## src/hw/rtl/lrog_pkg.sv

```systemverilog
// Shared types, constants and helpers for the line raster occupancy grid block.
package lrog_pkg;

  // Default sizes, handed to the top-level parameters
  localparam int GRID_COLS_DEF  = 256;
  localparam int GRID_ROWS_DEF  = 256;
  localparam int COORD_BITS_DEF = 12;

  // Fixed field widths
  localparam int CFG_DATA_W = 9;
  localparam int CFG_IDX_W  = 2;
  localparam int PROBE_W    = 8;
  localparam int COUNT_W    = 13;

  // Register reset values
  localparam int GRID_W_RESET = 224;
  localparam int GRID_H_RESET = 192;

  // Register indexes
  localparam logic [CFG_IDX_W-1:0] CFG_IDX_WIDTH  = 2'd0;
  localparam logic [CFG_IDX_W-1:0] CFG_IDX_HEIGHT = 2'd1;

  // Operation codes
  localparam logic OP_DRAW = 1'b0;
  localparam logic OP_READ = 1'b1;

  // Commands from controller to datapath
  typedef struct packed {
    logic load;
    logic calc_abs;
    logic init_walk;
    logic plot_step;
    logic clear_step;
    logic read_issue;
  } lrog_cmd_t;

  // Status from datapath to controller
  typedef struct packed {
    logic walk_last;
    logic clear_last;
  } lrog_sts_t;

  function automatic int lrog_max(input int a, input int b);
    return (a > b) ? a : b;
  endfunction

  function automatic int lrog_min(input int a, input int b);
    return (a < b) ? a : b;
  endfunction

endpackage

```

## src/hw/rtl/lrog_ctrl.sv

```systemverilog
// Controller state machine: clear sweep, draw walk sequencing and cell reads.
module lrog_ctrl import lrog_pkg::*; (
  input  logic      clk_i,
  input  logic      rst_ni,
  input  logic      start_i,
  input  logic      op_i,
  input  lrog_sts_t sts_i,
  output lrog_cmd_t cmd_o,
  output logic      busy_o,
  output logic      done_o
);

  typedef enum logic [2:0] {
    ST_CLEAR,
    ST_IDLE,
    ST_ABS,
    ST_INIT,
    ST_PLOT,
    ST_READ,
    ST_DONE
  } state_e;

  state_e state_q, state_d;

  // Next-state logic
  always_comb begin
    state_d = state_q;
    case (state_q)
      ST_CLEAR: begin
        if (sts_i.clear_last) state_d = ST_IDLE;
      end
      ST_IDLE: begin
        if (start_i) state_d = (op_i == OP_READ) ? ST_READ : ST_ABS;
      end
      ST_ABS:  state_d = ST_INIT;
      ST_INIT: state_d = ST_PLOT;
      ST_PLOT: begin
        if (sts_i.walk_last) state_d = ST_DONE;
      end
      ST_READ: state_d = ST_DONE;
      ST_DONE: state_d = ST_IDLE;
      default: state_d = ST_IDLE;
    endcase
  end

  // Hold state
  always_ff @(posedge clk_i or negedge rst_ni) begin
    if (!rst_ni) begin
      state_q <= ST_CLEAR;
    end else begin
      state_q <= state_d;
    end
  end

  // Decode commands
  always_comb begin
    cmd_o            = '0;
    cmd_o.load       = (state_q == ST_IDLE) && start_i;
    cmd_o.calc_abs   = (state_q == ST_ABS);
    cmd_o.init_walk  = (state_q == ST_INIT);
    cmd_o.plot_step  = (state_q == ST_PLOT);
    cmd_o.clear_step = (state_q == ST_CLEAR);
    cmd_o.read_issue = (state_q == ST_READ);
  end

  assign busy_o = (state_q != ST_IDLE);
  assign done_o = (state_q == ST_DONE);

  // A result strobe lasts one cycle
  assert property (@(posedge clk_i) disable iff (!rst_ni) done_o |=> !done_o)
    else $error("result strobe longer than one cycle");

  // A read item goes through the read state to the result strobe
  assert property (@(posedge clk_i) disable iff (!rst_ni)
    (start_i && !busy_o && (op_i == OP_READ)) |-> ##2 done_o)
    else $error("read result not on time");

  // The last plot of a walk is followed by the result
  assert property (@(posedge clk_i) disable iff (!rst_ni)
    (cmd_o.plot_step && sts_i.walk_last) |=> done_o)
    else $error("draw result missing after last plot");

  // Result strobe only while the block is busy
  assert property (@(posedge clk_i) disable iff (!rst_ni) done_o |-> busy_o)
    else $error("result strobe while idle");

endmodule

```

## config.mk

```make
export PLATFORM = sky130hd
export DESIGN_NAME = lrog_ctrl
export DESIGN_NICKNAME = d
export VERILOG_FILES = /design/src/hw/rtl/lrog_pkg.sv /design/src/hw/rtl/lrog_ctrl.sv
export SDC_FILE = /design/constraint.sdc
export NUM_CORES = 1
export LEC_CHECK = 0
export BUFFER_PORTS_ARGS = -buffer_cell sky130_fd_sc_hd__buf_2
export CORE_AREA = 2 2 39 41
export DETAILED_ROUTE_END_ITERATION = 8
export DIE_AREA = 0 0 41 43
export PLACE_DENSITY = 0.39
export SLEW_MARGIN = 10
export SYNTH_ARGS = -nofsm -noshare
export SYNTH_HDL_FRONTEND = slang
export SYNTH_SLANG_ARGS = --single-unit
```

## constraint.sdc

```tcl
create_clock -name clk_i -period 1.39 [get_ports clk_i]
set_input_delay 0.278 -clock clk_i [delete_from_list [all_inputs] [get_ports clk_i]]
set_output_delay 0.278 -clock clk_i [all_outputs]
set_load 0.02 [all_outputs]
```

# Word level (Yosys, flattened, before mapping)
# Cells that the tools add are included.
# W data, S select, Z words.
dict set report op_classes {
  n_eq_ne 10
  reduce_logical 3
  n_mux 5
}
# operator n
set op_table {}
lappend op_table {{$pmux W3 S6} 1}
lappend op_table {{$mux W3} 4}
lappend op_table {{$eq A3 B3 Y1 const B} 3}
lappend op_table {{$eq A3 B2 Y1 const B} 2}
lappend op_table {{$ne A2 B2 Y1 const B} 3}
lappend op_table {{$eq A3 B1 Y1 const B} 1}
lappend op_table {{$logic_not A3 Y1} 1}
lappend op_table {{$ne A3 B1 Y1 const B} 1}
lappend op_table {{$reduce_and A3 Y1} 1}
lappend op_table {{$logic_and A1 B1 Y1} 1}
dict set report totals {
  wordCells 19
  ff_bits 3
  inputBits 6
}

# Depth between registers and ports, before layout
# Gate-level depths: netlist (run 1).
dict set report depth {
  depth_word 3
  mapped_depth 4
}

# Worst setup path before layout (run 1)
# OpenSTA, ideal clock, no wires.
dict set report synth_path {
  path_type {register to output}
  startpoint {reg state_q[1]}
  endpoint {out cmd_o[4] (netlist bit)}
  path_slack_ns 0.085
  arrival_time_ns 1.027
  t_required_ns 1.112
  stages_incl_launch_ff 3
  path_buffers 1
  path_cell_list {dfrtp_1 -> buf_6 -> nor3b_1}
}
# element line
set synth_lines {}
lappend synth_lines {{start, declared} lrog_ctrl.sv:23} ;# state_e state_q, state_d;
lappend synth_lines {{start signal, assigned} lrog_ctrl.sv:51} ;# state_q <= state_d;
lappend synth_lines {{end, declared} lrog_ctrl.sv:8} ;# output lrog_cmd_t cmd_o,

==> results.py, run 1 <==
metrics = {
    "global_route": {
        "globalRouteMet1Util_pct": 8.71,
        "use_met2_pct": 9.06,
        "grt_antenna_before_repair": 0,
        "grt_overflow": 0,
        "track_usage_pct": 7.74,
        "grt_most_used_layer": "met4",
        "grt_pass1_wl_um": 841,
        "grt_pass1_vias": 231,
        "use_met3_pct": 3.14,
        "grt_max_degree": 9,
    },
    "yosys": {
        "synth_compound_area_share_pct": 16.5,
        "synth.largest_area_cell": "dfrtp_1",
        "yosys.area_share.simple_pct": 41.2,
        "synth_top_family_by_area": "simple AND/OR/NAND/NOR gates",
        "yosysWarnings": 0,
        "yosysUniqueCellTypes": 18,
        "ys_seq_elements": 3,
        "syn_area_um2": 213,
        "avgSynthCellArea_um2": 8.51,
        "synthXorXnorAreaFrac_pct": 0,
        "synth_nets": 31,
        "syn_inst": 25,
        "synth.mux.area_fraction_pct": 0,
        "synth_top_cells_by_area": "dfrtp_1 (35%), nor3b_1 (7.1%), nand2b_1 (5.9%), buf_6 (5.3%), nand2_1 (5.3%)",
        "synth_top_area_share_pct": 35.3,
        "yosysSeqAreaShare_pct": 35.3,
        "synth_fa_ha_area_share_pct": 0,
    },
    "power": {
        "p_leak_uw": 0.000200,
        "ir_drop_mv": 0.565,
        "finalPower_uw": 1040,
        "powerDensity_nw_per_um2": 2530,
    },
    "sta": {
        "max_freq_mhz": 701,
        "final_period_minus_worst_setup_slack_ns": 1.43,
        "slew_headroom_pct": 88.8,
        "skew_ns": 0.00455,
        "setup-violations-final": 4,
        "tightest_slew_ns": 0.167,
        "timing.final.hold_violations": 0,
        "period_share_pct": 103,
        "rsz0062_at_grt": "true",
        "layout_setup_ws_ns": -0.0359,
        "slew_violations": 0,
    },
    "floorplan": {
        "row_count": 14,
        "die_w_um": 41,
        "start_util_pct": 15.4,
        "die-area_um2": 1760,
        "die_y_um": 43,
        "io_pins": 14,
        "fp.coreArea_um2": 1380,
    },
    "job": {
        "maxCapViolations": 0,
    },
    "setup_path": {
        "critPathRequiredTime_ns": 1.11,
        "slowest_delay_ns": 0.45,
        "r2r_start": "state_q[2]",
        "cpMaxStageDelayCell": "dfrtp_2",
        "endpoint_kind": "primary output",
        "r2r_slack_ns": 0.27,
        "cp_max_fo": 8,
        "worstPathCellList": "nor2b_4 > and3_4 > buf_6",
        "r2r_cells": 4,
        "r2r_end": "state_q[1]",
        "worstSetupPathType": "reg -> out",
        "critPathArrivalTime_ns": 1.15,
        "startpoint_type": "flip-flop",
    },
    "cells_and_area": {
        "top_register": "state_q",
        "largest_reg_flops": 3,
        "fillers": 146,
        "layout.nets": 54,
        "syn2layout_area_growth_pct": 93.5,
        "fin_util_pct": 29.7,
        "final_layout_size_suffix_gt1_share_pct": 61.7,
        "diodes": 0,
        "largestRegisters": "state_q (3)",
    },
    "route": {
        "drc": 0,
        "routedWlPerCell_um": 10.0,
        "drt-initial-drc-count": 7,
        "ant_nets": 0,
        "wl_um": 630,
        "drtPass1Iterations": 4,
        "drt-vias-per-instance": 4.17,
        "dr_total_vias": 263,
    },
    "hold_path": {
        "hp-start": "sts_i[1]",
        "holdPathStages": 2,
        "min_to": "state_q[1]",
        "holdCritPathClass": "in -> reg",
    },
    "clocking": {
        "htreeDepth": 1,
        "cts_sinks": 3,
        "clk_latency_ns": 0.23,
        "cts_root_buf": "clkbuf_4",
        "cts_buffers": 3,
        "clockBufferDepth": 2,
        "clk_pin_slew_ns": 0.04,
        "cts_tree": "yes",
    },
    "placement": {
        "dp_slack_ns": 0.105,
        "dp_hpwl_um": 417,
        "gp_congestion": 0.707,
        "portBuffers": 13,
    },
    "status": {
        "violations": "negative setup slack",
        "status": "complete, but fails checks",
    },
}
per-layer routing:
layer  share of wire (%)  wire length, um  vias up
li1                    -                -      133
met3                 7.1               45        0
met1                  38              239      119
met5                   0                0        -
met4                   0                0        0
met2                  55              346       11
cell usage after synthesis, drive strengths merged:
cell type / n
a21oi: 2
dfrtp: 3
o21ai: 1
o22ai: 1
nand2b: 2
buf: 1
inv: 1
and3: 2
nand2: 3
and2: 1
nor2b: 2
nor2: 1
nor3b: 2
a221o: 1
nor3: 2
final cells by class:
cell class | instances | area, um2 | share of cell area (%)
multi-input combinational | 20 | 138 | 33.4
tap | 16 | 20.0 | 4.86
clock buffer | 4 | 26.3 | 6.38
inverter | 1 | 6.26 | 1.52
timing repair buffer | 19 | 144 | 35.0
sequential | 3 | 77.6 | 18.8
placed cells by master (no fill, tap or decap), drive strengths merged:
cell and count:
a221o 1, buf 18, dfrtp 3, nor2 1, dlygate4sd3 1, and2 1, nor3b 2, o22ai 1
inv 1, nand2b 2, nand2 3, and3 2, nor2b 2, nor3 2, clkbuf 4, o21ai 1
a21oi 2
critical path, delay by kind of cell (launching register included):
| kind | cells | cell delay, ns |
|---|---|---|
| buffers and inverters | 1 | 0.11 |
| flip-flops | 1 | 0.45 |
| AND/OR/NAND/NOR | 2 | 0.35 |
stage by stage:
step,hold slack [ns],instances,setup TNS (ns),cell area [um2]
global placement,0.0775,54,0,294
floorplan,-0.0176,25,0,213
global route,0.286,63,-0.434,412
CTS,0.279,62,-0.0882,387
detailed placement,0.0790,54,0,294
finish,0.280,63,-0.0723,412
logic make-up (layout without fill, tap and decap cells):
| kind of cell | Yosys count | in the layout |
|---|---|---|
| compound gates | 5 | 5 |
| simple gates | 15 | 15 |
| buf+inv | 2 | 24 |
| flops | 3 | 3 |
worst max path at each step:
stage / from / depth (start not counted) / end
finish: state_q[1] / 3 / cmd_o[5]
global route: state_q[1] / 3 / cmd_o[5]
CTS: state_q[1] / 3 / cmd_o[5]
detailed placement: state_q[1] / 3 / cmd_o[5]
global placement: state_q[1] / 3 / cmd_o[5]
floorplan: state_q[1] / 2 / cmd_o[4]
report_power, final:
group / internal, uW / leakage, uW / switching, uW
combinational: 353 / 0.000151 / 317
clock: 108 / 0.0000150 / 47.6
sequential: 138 / 0.0000344 / 80.2
timing repair:
action	4_1_cts	5_1_grt
buffers inserted	3	1
gates resized for setup	12	5
hold buffers	1	0
pin swaps	0	1
endpoints found under the setup margin	8	8
endpoints found under the hold margin	3	0
(Power assumes the default switching activity.)
==> inputs of run 2 (changes only) <==
--- a/config.mk
+++ b/config.mk
@@ -10,6 +10,7 @@
 export DETAILED_ROUTE_END_ITERATION = 8
 export DIE_AREA = 0 0 41 43
 export PLACE_DENSITY = 0.39
+export SETUP_SLACK_MARGIN = 0.2
 export SLEW_MARGIN = 10
 export SYNTH_ARGS = -nofsm -noshare
 export SYNTH_HDL_FRONTEND = slang
==> run 2 against run 1 <==
Compared with the run above: the flow still finishes with violations (negative setup slack); global-route usage is 2.0 points higher; critical path depth did not move; via count up 8.4%; critical endpoint unchanged; highest routed layer unchanged.
==> results.py, run 2 (synthesis results as in run 1) <==
metrics = {
    "status": {
        "status": "complete, but fails checks",
        "violations": "negative setup slack",
    },
    "hold_path": {
        "holdCritPathClass": "in -> reg",
    },
    "sta": {
        "skew_ns": 0.00251,
        "timing.final.hold_violations": 0,
        "period_share_pct": 102,
        "tightest_slew_ns": 0.230,
        "slew_violations": 0,
        "layout_setup_ws_ns": -0.0322,
        "slew_headroom_pct": 84.6,
        "final_period_minus_worst_setup_slack_ns": 1.42,
        "rsz0062_at_grt": "true",
        "final.setup.tns_ns": -0.0760,
        "max_freq_mhz": 703,
        "setup-violations-final": 5,
    },
    "setup_path": {
        "slowest_delay_ns": 0.40,
        "critPathLaunch": "state_q[0]",
        "cp.depth": 3,
        "critPathArrivalTime_ns": 1.14,
        "r2r_cells": 4,
        "cp_num_buf_inv": 1,
        "cpMaxStageDelayCell": "dfrtp_1",
        "startpoint_type": "flip-flop",
        "endpoint_kind": "primary output",
        "r2r_end": "state_q[1]",
        "crit_path_end": "cmd_o[5]",
        "worstSetupPathType": "reg -> out",
        "crit_family": "flip-flops",
        "r2r_start": "state_q[2]",
        "critPathRequiredTime_ns": 1.11,
        "worstPathCellList": "nor2b_4 > and3_4 > buf_6",
        "cp_max_fo": 5,
        "r2r_slack_ns": 0.25,
    },
    "power": {
        "p_leak_uw": 0.000226,
        "powerDensity_nw_per_um2": 2590,
        "ir_drop_mv": 0.711,
    },
    "floorplan": {
        "die_y_um": 43,
        "start_util_pct": 15.4,
        "io_pins": 14,
        "die_w_um": 41,
        "die-area_um2": 1760,
        "row_count": 14,
        "fp.coreArea_um2": 1380,
    },
    "cells_and_area": {
        "final_common_cell": "buf_6",
        "fin_util_pct": 34.1,
        "top_register": "state_q",
        "syn2layout_area_growth_pct": 122,
        "fillers": 151,
        "diodes": 0,
        "layout.nets": 58,
        "largestRegisters": "state_q (3)",
        "largest_reg_flops": 3,
        "final_layout_size_suffix_gt1_share_pct": 68.6,
        "final_cell_mix": "buf_6 (8), buf_2 (7), buf_4 (7)",
    },
    "clocking": {
        "cts_sinks": 3,
        "htreeDepth": 1,
        "clk_pin_slew_ns": 0.04,
        "cts_root_buf": "clkbuf_4",
        "clockBufferDepth": 2,
        "cts_tree": "yes",
        "cts_buffers": 3,
        "clk_latency_ns": 0.23,
    },
    "route": {
        "drc": 0,
        "routedWlPerCell_um": 10.2,
        "wl_um": 685,
        "dr_total_vias": 285,
        "drt-initial-drc-count": 8,
        "drtPass1Iterations": 4,
        "ant_nets": 0,
        "drt-vias-per-instance": 4.25,
    },
    "global_route": {
        "grt_pass1_wl_mm": 1.13,
        "grt_pass1_vias": 273,
        "grt_antenna_before_repair": 0,
        "grt_max_degree": 7,
        "grt_overflow": 0,
        "track_usage_pct": 9.76,
    },
    "job": {
        "maxCapViolations": 0,
    },
    "placement": {
        "dp_slack_ns": 0.133,
        "gp_congestion": 0.691,
        "portBuffers": 13,
    },
}
==> run 2: worst min-delay path by stage <==
stage / end / slack, ns / start / depth (start not counted)
final: state_q[1] / 0.31 / sts_i[1] / 2
after global routing: state_q[1] / 0.31 / sts_i[1] / 2
after CTS: state_q[1] / 0.31 / sts_i[1] / 2
after detailed placement: state_q[0] / 0.08 / rst_ni / 1
after global placement: state_q[0] / 0.08 / rst_ni / 1
after floorplan: state_q[0] / -0.02 / rst_ni / 0
==> run 2: stage by stage <==
stage | cells | total power, uW | instance area [um2] | hold WS (ns)
floorplan | 25 | 541 | 214 | -0.0176
global placement | 55 | 706 | 303 | 0.0792
detailed placement | 55 | 694 | 303 | 0.0795
CTS | 67 | 1160 | 453 | 0.306
global route | 67 | 1310 | 472 | 0.315
finish | 67 | 1220 | 472 | 0.311
==> run 2: worst reg2reg max path, delay by kind of cell, from the launching register on <==
kind            cells  cell delay, ns
compound gates      1            0.31
buf+inv             2            0.26
flops               1            0.41
simple gates        1            0.03
==> run 2: layer usage <==
metal	GRT usage, %	part of all wire [%]	vias to the layer above
li1	-	-	142
met1	12.9	45	134
met2	13.1	49	9
met3	4.71	5.7	0
met4	4.00	0	0
met5	0	0	-
==> run 2: where the power goes <==
| part | switching, uW | internal [uW] |
|---|---|---|
| Clock | 46.5 | 108 |
| Combinational | 401 | 472 |
| Sequential | 60.6 | 135 |
==> run 2: final cells by class <==
cell class	count	area [um2]	share of cell area [%]
clock buffer	4	26.3	5.57
inverter	1	3.75	0.796
multi-input combinational	20	158	33.4
sequential	3	76.3	16.2
tap	16	20.0	4.24
timing repair buffer	23	188	39.8
==> run 2: timing repair <==
| item | 4_1_cts | 5_1_grt |
|---|---|---|
| hold endpoints to repair | 3 | 0 |
| buffers inserted | 7 | 0 |
| resized for setup | 19 | 5 |
| pin swaps | 4 | 3 |
| endpoints found under the setup margin | 8 | 9 |
| hold buffers | 1 | 0 |
==> inputs of run 3 (changes only) <==
--- a/config.mk
+++ b/config.mk
@@ -5,11 +5,13 @@
 export SDC_FILE = /design/constraint.sdc
 export NUM_CORES = 1
 export LEC_CHECK = 0
+export ABC_AREA = 1
 export BUFFER_PORTS_ARGS = -buffer_cell sky130_fd_sc_hd__buf_2
+export CAP_MARGIN = 10
 export CORE_AREA = 2 2 39 41
 export DETAILED_ROUTE_END_ITERATION = 8
 export DIE_AREA = 0 0 41 43
-export PLACE_DENSITY = 0.39
+export PLACE_DENSITY = 0.43
 export SETUP_SLACK_MARGIN = 0.2
 export SLEW_MARGIN = 10
 export SYNTH_ARGS = -nofsm -noshare
==> run 3 against run 2 <==
Compared with the run above: the run still ends with negative setup slack left; first-iteration DRC count down 38%; combinational power up 25%; clock skew down 0.00075 ns; clock power up 3%; die area did not move.
==> results.py, run 3 <==
metrics = {
    "floorplan": {
        "die_w_um": 41,
        "die_y_um": 43,
        "row_count": 14,
        "start_util_pct": 19.1,
        "die-area_um2": 1760,
        "fp.coreArea_um2": 1380,
        "io_pins": 14,
    },
    "yosys": {
        "yosysUniqueCellTypes": 13,
        "ys_seq_elements": 3,
        "yosys.cell_count.top_type": "nand2_1",
        "synth_nets": 47,
        "synth_top_area_share_pct": 28.4,
        "synth.largest_area_cell": "dfrtp_1",
        "synth_top_cells_by_area": "dfrtp_1 (28%), nand2_1 (13%), inv_1 (10%), nand3_1 (9.5%), nor2_1 (7.1%)",
        "synthArstFlopShare_pct": 100,
        "syn_area_um2": 264,
        "synth_edf_count": 0,
        "syn_inst": 41,
        "yosysWarnings": 0,
        "avgSynthCellArea_um2": 6.44,
        "yosys-top-cells-count": "nand2_1 (9), inv_1 (7), nand3_1 (5), nor2_1 (5)",
        "synth_ff_type": "dfrtp_1",
        "yosysSeqAreaShare_pct": 28.4,
    },
    "cells_and_area": {
        "diodes": 0,
        "largestRegisters": "state_q (3)",
        "fillers": 143,
        "largest_reg_flops": 3,
        "layout.nets": 79,
        "final_cell_mix": "buf_4 (16), nand2_1 (6), inv_1 (6), buf_6 (6), buf_2 (5)",
        "register_area_um2": 78.8,
        "multiInputGateArea_um2": 205,
        "syn2layout_area_growth_pct": 124,
        "final_common_cell": "buf_4",
        "final_layout_size_suffix_gt1_share_pct": 69.4,
        "top_register": "state_q",
    },
    "setup_path": {
        "cpMaxStageDelayCell": "dfrtp_2",
        "worstSetupPathType": "reg -> out",
        "r2r_slack_ns": 0,
        "cp_max_fo": 5,
        "endpoint_kind": "primary output",
        "worstPathCellList": "inv_4 > buf_4 > nor3_4 > buf_6",
        "r2r_end": "state_q[2]",
        "startpoint_type": "flip-flop",
        "cp_num_buf_inv": 3,
        "critPathArrivalTime_ns": 1.16,
        "r2r_cells": 10,
        "critPathRequiredTime_ns": 1.11,
        "r2r_start": "state_q[1]",
        "crit_family": "flip-flops",
        "slowest_delay_ns": 0.44,
    },
    "global_route": {
        "track_usage_pct": 11.1,
        "grt_antenna_before_repair": 0,
        "grt_overflow": 0,
        "grt_pass1_vias": 327,
        "grt_max_degree": 8,
        "grt_pass1_wl_mm": 1.25,
    },
    "placement": {
        "portBuffers": 13,
        "dp_hpwl_um": 524,
        "gp_congestion": 0.671,
    },
    "sta": {
        "setup-violations-final": 6,
        "period_share_pct": 104,
        "slew_headroom_pct": 84.5,
        "slew_violations": 0,
        "tightest_slew_ns": 0.232,
        "layout_setup_ws_ns": -0.0516,
        "rsz0062_at_grt": "true",
        "final.setup.tns_ns": -0.0756,
        "skew_ns": 0.00176,
        "timing.final.hold_violations": 0,
        "final_period_minus_worst_setup_slack_ns": 1.44,
        "max_freq_mhz": 694,
    },
    "power": {
        "finalPower_uw": 1500,
        "p_leak_uw": 0.000313,
        "seqPwrFrac_pct": 16.8,
        "swShare_pct": 46.2,
        "p_clk_share_pct": 10.6,
        "pwr-share-comb_pct": 72.6,
        "switching_power_uw": 691,
        "powerDensity_nw_per_um2": 2530,
        "power.internal_uw": 804,
        "ir_drop_mv": 1.01,
    },
    "job": {
        "maxCapViolations": 0,
    },
    "clocking": {
        "clk_latency_ns": 0.24,
        "cts_tree": "yes",
        "cts_root_buf": "clkbuf_4",
        "cts_buffers": 3,
        "clockBufferDepth": 2,
        "cts_sinks": 3,
        "htreeDepth": 1,
        "clk_pin_slew_ns": 0.04,
    },
    "route": {
        "ant_nets": 0,
        "wl_um": 917,
        "dr_total_vias": 355,
        "drtPass1Iterations": 4,
        "drt-vias-per-instance": 4.03,
        "routedWlPerCell_um": 10.4,
        "drt-initial-drc-count": 5,
        "drc": 0,
    },
    "hold_path": {
        "hp-start": "sts_i[1]",
        "holdCritPathClass": "in -> reg",
        "min_to": "state_q[2]",
        "holdPathStages": 4,
    },
    "status": {
        "status": "complete, but fails checks",
        "violations": "negative setup slack",
    },
}
==> run 3: through the flow <==
| step | instances | utilization (%) | cell area, um2 | hold WS, ns | setup slack, ns |
|---|---|---|---|---|---|
| finish | 88 | 42.8 | 592 | 0.327 | -0.0516 |
| global route | 88 | 42.8 | 592 | 0.335 | -0.105 |
| CTS | 85 | 37.3 | 515 | 0.320 | -0.00951 |
| detailed placement | 69 | 25.3 | 350 | 0.0750 | 0.142 |
| global placement | 69 | 25.3 | 350 | 0.0742 | 0.129 |
| floorplan | 41 | - | 277 | -0.0176 | 0.180 |
==> run 3: worst max path at each step <==
stage | cells past startpoint | startpoint | slack (ns) | to
finish | 4 | state_q[2] | -0.05 | done_o
floorplan | 3 | state_q[1] | 0.18 | cmd_o[0]
global placement | 4 | state_q[0] | 0.13 | cmd_o[4]
detailed placement | 4 | state_q[0] | 0.14 | cmd_o[4]
global route | 4 | state_q[2] | -0.11 | done_o
CTS | 4 | state_q[1] | -0.01 | cmd_o[0]
==> run 3: power groups by stage <==
stage / Clock [uW] / Combinational, uW / Sequential [uW]
after global placement: 0 / 612 / 217
final: 159 / 1090 / 251
after floorplan: 0 / 521 / 171
after CTS: 167 / 903 / 222
after detailed placement: 0 / 606 / 218
after global routing: 180 / 1180 / 259
==> run 3: layer usage <==
layer / wire (um) / GRT usage, %
met2: 499 / 18.4
met4: 0 / 4.00
met1: 354 / 10.7
met3: 63 / 6.28
met5: 0 / 0
==> run 3: worst reg2reg max path: stages (launching register included) <==
cell,delay (ns)
dfrtp_2,0.43
buf_6,0.12
nand2_2,0.07
nor2_2,0.05
buf_4,0.12
buf_4,0.12
buf_4,0.12
inv_1,0.05
nand3_1,0.07
nand2_1,0.07
nand2_1,0.05
==> run 3: cell type report <==
type	count	share of cell area [%]
Clock buffer	4	4.44
Sequential cell	3	13.3
Timing Repair Buffer	28	37.6
Inverter	9	6.55
Tap cell	16	3.38
Multi-Input combinational cell	28	34.7
==> run 3: cells by family (layout without fill, tap and decap cells) <==
kind of cell | Yosys count | count (layout) | share of synthesized area, %
buf+inv | 10 | 41 | 17.1
simple gates | 27 | 27 | 51.7
flops | 3 | 3 | 28.4
compound gates | 1 | 1 | 2.84
==> run 3: repair_timing <==
| item | 4_1_cts | 5_1_grt |
|---|---|---|
| resized for setup | 18 | 14 |
| hold endpoints to repair | 3 | 0 |
| gates cloned | 0 | 0 |
| setup endpoints to repair | 8 | 11 |
| setup buffers | 11 | 3 |
| pin swaps | 2 | 2 |
| hold buffers | 1 | 0 |
